[src/sv/imu_dfr_pkg.sv]
`timescale 1ns / 1ps
// Shared types and constants for the IMU frame deframer.
package imu_dfr_pkg;

    localparam int CFG_INDEX_W = 3;

    localparam logic [CFG_INDEX_W-1:0] REG_SYNC_VALUE     = 3'd0;
    localparam logic [CFG_INDEX_W-1:0] REG_DEVICE_ADDRESS = 3'd1;
    localparam logic [CFG_INDEX_W-1:0] REG_RAW_TYPE       = 3'd2;
    localparam logic [CFG_INDEX_W-1:0] REG_EULER_TYPE     = 3'd3;
    localparam logic [CFG_INDEX_W-1:0] REG_QUAT_TYPE      = 3'd4;
    localparam logic [CFG_INDEX_W-1:0] REG_BARO_TYPE      = 3'd5;

    localparam logic [7:0] MIN_FRAME     = 8'd5;
    localparam logic [7:0] LEN_POS       = 8'd3;
    localparam int         ADDR_POS      = 1;
    localparam int         LENGTH_POS    = 2;
    localparam int         TYPE_POS      = 3;
    localparam int         PAYLOAD_FIRST = 4;
    localparam int         PAYLOAD_BYTES = 18;
    localparam int         STORE_DEPTH   = PAYLOAD_FIRST + PAYLOAD_BYTES;
    localparam int         STORE_IDX_W   = $clog2(STORE_DEPTH);

    typedef enum logic [1:0] {
        KIND_RAW   = 2'd0,
        KIND_EULER = 2'd1,
        KIND_QUAT  = 2'd2,
        KIND_BARO  = 2'd3
    } record_kind_t;

    typedef struct packed {
        record_kind_t                   kind;
        logic [8*PAYLOAD_BYTES-1:0]     data;
    } burst_t;

    function automatic logic [3:0] last_index(input record_kind_t kind);
        logic [3:0] idx;
        unique case (kind)
            KIND_RAW:   idx = 4'd8;
            KIND_EULER: idx = 4'd2;
            KIND_QUAT:  idx = 4'd3;
            KIND_BARO:  idx = 4'd3;
            default:    idx = 4'd3;
        endcase
        return idx;
    endfunction

endpackage

[src/sv/imu_frame_deframer.sv]
`timescale 1ns / 1ps
// Byte-serial sync/address/length/checksum frame parser emitting IMU record words.
//
// Channel  Direction  Handshake          Payload
// s_       in         s_valid/s_ready    s_rx_byte
// m_       out        m_valid/m_ready    m_record_kind, m_word_index, m_word_value, m_last_word
// cfg_     in         cfg_valid/cfg_ready cfg_index, cfg_data
//
// One received byte is accepted per cycle; the parser state updates at the accepting edge.
// A completed, accepted frame is snapshotted into a one-entry holding register and then
// emitted from the output register at one word per cycle if m_ready is high (9, 3 or 4 words).
// Input stalls only while a second completed record waits behind a burst in progress.
// Synchronous active-low reset restores the register defaults and clears the frame store.
module imu_frame_deframer
    import imu_dfr_pkg::*;
#(
    parameter int MAX_FRAME = 32
) (
    input  logic                   aclk,
    input  logic                   aresetn,
    input  logic                   s_valid,
    output logic                   s_ready,
    input  logic [7:0]             s_rx_byte,
    output logic                   m_valid,
    input  logic                   m_ready,
    output logic [1:0]             m_record_kind,
    output logic [3:0]             m_word_index,
    output logic [31:0]            m_word_value,
    output logic                   m_last_word,
    input  logic                   cfg_valid,
    output logic                   cfg_ready,
    input  logic [CFG_INDEX_W-1:0] cfg_index,
    input  logic [7:0]             cfg_data
);

    localparam logic [7:0] MaxFrameB = 8'(MAX_FRAME);

    logic [7:0] sync_value_reg;
    logic [7:0] device_address_reg;
    logic [7:0] raw_type_reg;
    logic [7:0] euler_type_reg;
    logic [7:0] quat_type_reg;
    logic [7:0] baro_type_reg;

    logic       in_frame_reg, in_frame_next;
    logic [7:0] pos_reg, pos_next;
    logic [7:0] sum_reg, sum_next;
    logic [7:0] store_reg [STORE_DEPTH];
    logic [7:0] store_next [STORE_DEPTH];

    logic       pend_valid_reg;
    burst_t     pend_reg;
    logic       emit_req;
    burst_t     emit_burst;

    logic                       em_valid_reg;
    record_kind_t               em_kind_reg;
    logic [3:0]                 em_index_reg;
    logic [8*PAYLOAD_BYTES-1:0] em_data_reg;

    logic       s_take;
    logic       m_take;
    logic       em_free;
    logic [7:0] pos_inc;
    logic [7:0] frame_len;

    assign cfg_ready = 1'b1;
    assign s_ready   = !pend_valid_reg || em_free;
    assign s_take    = s_valid && s_ready;
    assign m_take    = em_valid_reg && m_ready;
    assign pos_inc   = pos_reg + 8'd1;
    assign frame_len = (pos_reg == 8'(LENGTH_POS)) ? s_rx_byte : store_reg[LENGTH_POS];

    always_ff @(posedge aclk) begin
        if (!aresetn) begin
            sync_value_reg     <= 8'd126;
            device_address_reg <= 8'd0;
            raw_type_reg       <= 8'd1;
            euler_type_reg     <= 8'd2;
            quat_type_reg      <= 8'd3;
            baro_type_reg      <= 8'd4;
        end else if (cfg_valid && cfg_ready) begin
            unique case (cfg_index)
                REG_SYNC_VALUE:     sync_value_reg     <= cfg_data;
                REG_DEVICE_ADDRESS: device_address_reg <= cfg_data;
                REG_RAW_TYPE:       raw_type_reg       <= cfg_data;
                REG_EULER_TYPE:     euler_type_reg     <= cfg_data;
                REG_QUAT_TYPE:      quat_type_reg      <= cfg_data;
                REG_BARO_TYPE:      baro_type_reg      <= cfg_data;
                default: begin
                end
            endcase
        end
    end

    // Parser: one byte of frame state update per accepted item.
    always_comb begin
        in_frame_next = in_frame_reg;
        pos_next      = pos_reg;
        sum_next      = sum_reg;
        store_next    = store_reg;
        emit_req      = 1'b0;
        emit_burst    = '0;
        if (s_take) begin
            if (!in_frame_reg) begin
                if (s_rx_byte == sync_value_reg) begin
                    store_next[0] = s_rx_byte;
                    pos_next      = 8'd1;
                    sum_next      = s_rx_byte;
                    in_frame_next = 1'b1;
                end
            end else if (pos_reg >= MaxFrameB) begin
                in_frame_next = 1'b0;
                pos_next      = 8'd0;
            end else begin
                if (pos_reg < 8'(STORE_DEPTH)) begin
                    store_next[pos_reg[STORE_IDX_W-1:0]] = s_rx_byte;
                end
                pos_next = pos_inc;
                sum_next = sum_reg + s_rx_byte;
                if (pos_inc >= LEN_POS) begin
                    if (frame_len < MIN_FRAME || frame_len > MaxFrameB) begin
                        in_frame_next = 1'b0;
                        pos_next      = 8'd0;
                        if (s_rx_byte == sync_value_reg) begin
                            store_next[0] = s_rx_byte;
                            pos_next      = 8'd1;
                            sum_next      = s_rx_byte;
                            in_frame_next = 1'b1;
                        end
                    end else if (pos_inc >= frame_len) begin
                        in_frame_next = 1'b0;
                        pos_next      = 8'd0;
                        if (store_reg[ADDR_POS] == device_address_reg
                                && sum_reg == s_rx_byte) begin
                            emit_req = 1'b1;
                            priority if (store_reg[TYPE_POS] == raw_type_reg) begin
                                emit_burst.kind = KIND_RAW;
                            end else if (store_reg[TYPE_POS] == euler_type_reg) begin
                                emit_burst.kind = KIND_EULER;
                            end else if (store_reg[TYPE_POS] == quat_type_reg) begin
                                emit_burst.kind = KIND_QUAT;
                            end else if (store_reg[TYPE_POS] == baro_type_reg) begin
                                emit_burst.kind = KIND_BARO;
                            end else begin
                                emit_req = 1'b0;
                            end
                        end
                    end
                end
            end
        end
        for (int i = 0; i < PAYLOAD_BYTES; i++) begin
            emit_burst.data[8*i +: 8] = store_next[PAYLOAD_FIRST + i];
        end
    end

    always_ff @(posedge aclk) begin
        if (!aresetn) begin
            in_frame_reg <= 1'b0;
            pos_reg      <= 8'd0;
            sum_reg      <= 8'd0;
            for (int i = 0; i < STORE_DEPTH; i++) begin
                store_reg[i] <= 8'd0;
            end
        end else begin
            in_frame_reg <= in_frame_next;
            pos_reg      <= pos_next;
            sum_reg      <= sum_next;
            store_reg    <= store_next;
        end
    end

    // The output register is free when empty or when its last word leaves this cycle.
    assign em_free = !em_valid_reg || (m_take && em_index_reg == last_index(em_kind_reg));

    always_ff @(posedge aclk) begin
        if (!aresetn) begin
            pend_valid_reg <= 1'b0;
        end else if (emit_req) begin
            pend_valid_reg <= 1'b1;
        end else if (em_free) begin
            pend_valid_reg <= 1'b0;
        end
    end

    always_ff @(posedge aclk) begin
        if (emit_req) begin
            pend_reg <= emit_burst;
        end
    end

    always_ff @(posedge aclk) begin
        if (!aresetn) begin
            em_valid_reg <= 1'b0;
            em_index_reg <= 4'd0;
        end else if (em_free) begin
            em_valid_reg <= pend_valid_reg;
            em_index_reg <= 4'd0;
        end else if (m_take) begin
            em_index_reg <= em_index_reg + 4'd1;
        end
    end

    always_ff @(posedge aclk) begin
        if (em_free) begin
            em_kind_reg <= pend_reg.kind;
            em_data_reg <= pend_reg.data;
        end else if (m_take) begin
            if (em_kind_reg == KIND_RAW) begin
                em_data_reg <= em_data_reg >> 16;
            end else begin
                em_data_reg <= em_data_reg >> 32;
            end
        end
    end

    assign m_valid       = em_valid_reg;
    assign m_record_kind = em_kind_reg;
    assign m_word_index  = em_index_reg;
    assign m_last_word   = em_index_reg == last_index(em_kind_reg);
    assign m_word_value  = (em_kind_reg == KIND_RAW)
                         ? {{16{em_data_reg[15]}}, em_data_reg[15:0]}
                         : em_data_reg[31:0];

endmodule

[config.mk]
export PLATFORM = sky130hd
export DESIGN_NAME = imu_frame_deframer
export DESIGN_NICKNAME = d
export VERILOG_FILES = /design/src/sv/imu_dfr_pkg.sv /design/src/sv/imu_frame_deframer.sv
export SDC_FILE = /design/constraint.sdc
export NUM_CORES = 1
export LEC_CHECK = 0
export BUFFER_PORTS_ARGS = -buffer_cell sky130_fd_sc_hd__buf_2
export CAP_MARGIN = 0
export CORE_MARGIN = 2
export CORE_UTILIZATION = 45
export CTS_CLUSTER_SIZE = 14
export DETAILED_ROUTE_END_ITERATION = 10
export PLACE_DENSITY_LB_ADDON = 0.15
export SLEW_MARGIN = 15
export SYNTH_ARGS = -nofsm -noshare
export SYNTH_HDL_FRONTEND = slang
export SYNTH_SLANG_ARGS = --single-unit
[constraint.sdc]
create_clock -name aclk -period 17 [get_ports aclk]
set_clock_uncertainty 0.1 [all_clocks]
set_input_delay 1.7 -clock aclk [delete_from_list [all_inputs] [get_ports aclk]]
set_output_delay 1.7 -clock aclk [all_outputs]
set_load 0.02 [all_outputs]
# After elaboration in Yosys (flattened, before gate mapping)
# Index checks and enable logic that the tools add are counted.
# word_totals
regBits	539
latch_bits	0
ram_bits	0
mem_bits_ro	0
in_bits	24
output_inout_bits	42
wordCells	156
mem_count	0
# classes
n_addsub	3
mul	0
div	0
magnitude_cmp	8
eq_ne	18
shifts	0
mux	52
bitwise_logic	8
reduce_logical	28
# op_table
operator	count
144-bit two-way mux	4
176-bit two-way mux	2
176-bit bitwise mux	1
8-bit two-way mux	18
128-bit two-way mux	1
8-bit == test	7
8-bit demux with 5-bit select	1
32-bit two-way mux	1
1-bit two-way mux	21
2-bit AND reduction	7
4-bit one-hot mux with 3 select lines	1
9-bit OR reduction	1
8-bit by 1-bit adder with 8-bit output (second input constant)	1
8-bit adder	1
8-bit by 2-bit == test with 1-bit output (second input constant)	1
8-bit by 2-bit greater-or-equal comparator with 1-bit output (second input constant)	1
8-bit by 6-bit greater-or-equal comparator with 1-bit output (second input constant)	1
8-bit greater-or-equal comparator	1
8-bit by 6-bit greater-than comparator with 1-bit output (second input constant)	1
8-bit by 3-bit less-than comparator with 1-bit output (second input constant)	1
8-bit by 5-bit less-than comparator with 1-bit output (second input constant)	1
8-bit OR reduction	1
1-bit NOT	7
3-bit by 2-bit == test with 1-bit output (second input constant)	2
other kinds (20)	33

# Logic depth before layout (Yosys ltp)
# depth
ltp_word	13
mapped_depth	14
ltp_nobuf	14

# Worst setup path after synthesis
# OpenSTA, ideal clock, no wires.
# synth_timing
path_kind	input-to-reg
from	in s_rx_byte[6]
to	reg pend_reg[0] (netlist bit) (enable)
setup_ns	0.833
arrival_time_ns	13.461
required_ns	16.067
setup_slack_ns	2.607
stages	9
path_buffers	2
cell_sequence	clkbuf_1 > clkbuf_1 > mux2i_1 > ha_1 > nand3_1 > or2_2 > o31ai_1 > nand4b_1 > nor3_1
# synth_between
elab_chain_cells	9
# synth_lines
element	line_no	rtl
from (decl)	imu_frame_deframer.sv:23	input logic [7:0] s_rx_byte,
parallel branches: the longest is 4 deep, another holds 8-bit greater-or-equal comparator	n/a	
1-bit two-way mux (*)	imu_frame_deframer.sv:122	if (frame_len < MIN_FRAME || frame_len > MaxFrameB) begin
1-bit two-way mux (*)	imu_frame_deframer.sv:121	if (pos_inc >= LEN_POS) begin
1-bit two-way mux (*)	imu_frame_deframer.sv:112	end else if (pos_reg >= MaxFrameB) begin
1-bit two-way mux (*)	imu_frame_deframer.sv:105	if (!in_frame_reg) begin
1-bit two-way mux (*)	imu_frame_deframer.sv:104	if (s_take) begin
via emit_req	imu_frame_deframer.sv:53	logic emit_req;
to (signal assigned)	imu_frame_deframer.sv:189	pend_reg <= emit_burst;
to (decl)	imu_frame_deframer.sv:52	burst_t pend_reg;
# Mark *: on every way through the listed nets, which the timed path passes.
# A chain may end at the register's enable or synchronous reset.

# Final worst setup path
# layout_timing
from	in s_rx_byte[7]
to	reg pend_reg[118] (netlist bit) (enable)
# The elaborated chain is that of the path after synthesis.

==> results.ini <==
[global_routing]
grt_pass1_vias = 13500
grt_max_degree = 130
overflow = 0
grt_usage = 0.189
antenna_found_initial = 0
grt_pass1_wl_microns = 78200

[logic_synthesis]
synth_top_area_share = 0.383
syn_nets = 1967
ys_types = 69
yosys.area.top_type = edfxtp_1
synth_edf_count = 292
yosysWarningCount = 0
ys_ff_latch = 531
synth_flop_cell = edfxtp_1
syn_area_sq_um = 22900
seq_area_frac_synth = 0.593
synthTopCellsByArea = edfxtp_1 (38%), dfxtp_1 (21%), mux2_2 (7.2%)
synthCells = 1922
async_flop_share = 0
synth.avg_cell_area_sq_um = 11.9

[sta]
worst_pin_slew_ps = 1120
worst_slack_ps = 11130
worst_slew_margin_rel = 0.254
finalHoldViolations = 0
layout_min_cycle_time_ps = 5870
setup_viol = 0
fmax_mhz = 170
fin_setup_tns_ps = 0
rsz0062_at_grt = false
finalCritPeriodShare = 0.345
drv_slew = 0

[pwr]
p_per_area_nw_per_um2 = 103
p_leak_nw = 9.69
vdd_drop_max_v = 0.0000690

[route]
drt_first_iter_violations = 678
antenna_left = 0
wl_per_cell_microns = 18.8
viasPerCell = 5.17
drc = 0
wl_microns = 49400
dr.pass1.iters = 5
num_vias = 13600

[setup_path]
endpoint = pend_reg[118]
cp_num_cells = 12
cp-startpoint = s_rx_byte[7]
crit_path_frequent_cell = buf_4
critPathMaxStageDelay_ps = 950
timing.rr.end = pend_reg[118]
cp.required_ps = 17110
rrSetupSlack_ps = 11340
worstPathCellList = buf_2 > inv_1 > nor2_1 > a21oi_1 > ha_1 > nand3_1 > or2_2 > o31ai_1 > nand4b_1 > nor3_2 > buf_4 > buf_4
crit_buf_inv = 4
cp-start-kind = input pin
cpLargestDelayFamily = buffers and inverters
critPathSlowestCell = buf_4
arrival_ps = 5980
reg2reg_from = pos_reg[0]
endpoint_kind = flip-flop
critPathKind = in2reg
crit_fanout = 76
rr_worst_depth = 13

[finish]
diodes = 0
num-fill-cells = 4424
drive_gt1_frac = 0.177
syn_to_final_growth_pct = 11.0
layout.nets = 1953
largest_reg_flops = 146

[clock_network]
clock_path_buffers = 3
cts_tree = yes
clkSinkCount = 531
cts_setup_buffers = 0
clk_pin_slew_ps = 60
clk_latency_ps = 600
numCtsBuffers = 55
ctsRootBufferMaster = clkbuf_16
htree_levels = 2
holdBufCountCts = 0
ctsResizeCount = 0

[outcome]
status = finished, final reports clean

[placement]
dp_hpwl_microns = 29900
preCtsSetupSlack_ps = 10470
io_buffers = 64
gp_congestion = 0.800

[hold_path]
hold_path_class = reg2reg
hp-start = pend_valid_reg

[die]
pin_count = 66
core_sq_um = 50200
dieArea_sq_um = 52600
rows = 82
initial_core_util = 0.456
die_h_microns = 229
die_w_microns = 229

[flow_run]
drv_cap = 0

how the worst min path moves through the flow:
stage                                  end  cells past startpoint  slack [ps]
after CTS                          m_valid                      1         370
after global placement             m_valid                      1         350
after global routing               m_valid                      1         390
after floorplan           m_record_kind[0]                      0         300
after detailed placement           m_valid                      1         350
final                              m_valid                      1         360
synthesized netlist by cell type, drive strengths merged, types with 3 or more instances:
master  number
a21oi       21
mux2i      147
nand4b       4
a32oi        3
o21ai      130
nor2        36
a31o         3
nor2b       33
and3         4
edfxtp     292
nand4       13
mux2       146
o31ai        3
inv         14
a21o        17
ha          20
xor2        21
or4          3
clkbuf      97
a211oi       3
nor4         8
nand3       47
buf         47
nor3        17
xnor2       42
dfxtp      239
a21boi      38
or2          4
and2       168
nand2      266
nand2b      10
layer usage:
layer / track usage / routed length [microns] / part of all wire / up-vias
met4: 0.0560 / 1080 / 0.022 / 0
li1: - / - / - / 6699
met2: 0.315 / 23800 / 0.48 / 187
met1: 0.257 / 23100 / 0.47 / 6633
met3: 0.0271 / 1510 / 0.030 / 65
met5: 0 / 0 / 0 / -
through the flow:
stage	util	hold slack (ps)	power (mW)	instance area (sq um)	instances
after global routing	0.506	389	2.70	25400	2627
after CTS	0.506	366	2.65	25400	2627
after detailed placement	0.468	352	1.42	23500	2523
after global placement	0.468	351	1.42	23500	2523
final	0.506	365	2.62	25400	2627
after floorplan	-	300	1.40	22900	1922
power breakdown:
group	internal [mW]	switching, mW	leakage, nW
registers	1.34	0.00196	4.31
clock network	0.733	0.495	0.931
logic	0.0126	0.0328	4.45
layout make-up:
| cell class | count | area [sq um] | area share |
|---|---|---|---|
| multi-input cells | 1233 | 8630 | 0.340 |
| flip-flops and latches | 531 | 13600 | 0.534 |
| well taps | 672 | 841 | 0.0331 |
| repair buffers | 73 | 403 | 0.0159 |
| inverters | 14 | 57.6 | 0.00227 |
| clock inverters | 15 | 144 | 0.00567 |
| clock buffers | 89 | 1750 | 0.0689 |
cell usage in the layout, fill, tap and decap left out, types with 4 or more instances in the layout:
master / n
buf_2: 63
mux2_2: 146
a21oi_1: 21
nor3_4: 4
nand4_4: 4
nor2_1: 27
and2_1: 168
a21boi_0: 38
mux2i_1: 147
nor2b_1: 33
nor4_1: 7
inv_1: 13
clkbuf_16: 58
dfxtp_1: 239
a21o_1: 17
xor2_1: 21
nand3_1: 45
buf_4: 9
nand4_1: 9
clkbuf_8: 18
edfxtp_1: 292
and3_1: 4
clkinv_2: 6
ha_1: 20
nor2_2: 8
nor3_1: 11
xnor2_1: 42
o21ai_0: 129
nand2_1: 264
nand2b_1: 9
clkbuf_1: 13
nand4b_1: 4
kinds of logic after synthesis:
group	after synthesis	share of synthesized area
flip-flops	531	0.593
XOR/XNOR	63	0.0241
other	1	0.000164
adder cells (fa/ha/maj)	21	0.0118
AND/OR/NAND/NOR	621	0.142
multiplexers	293	0.136
AO/OA/AOI/OAI	234	0.0620
buffers and inverters	158	0.0310
(Power assumes the default switching activity.)
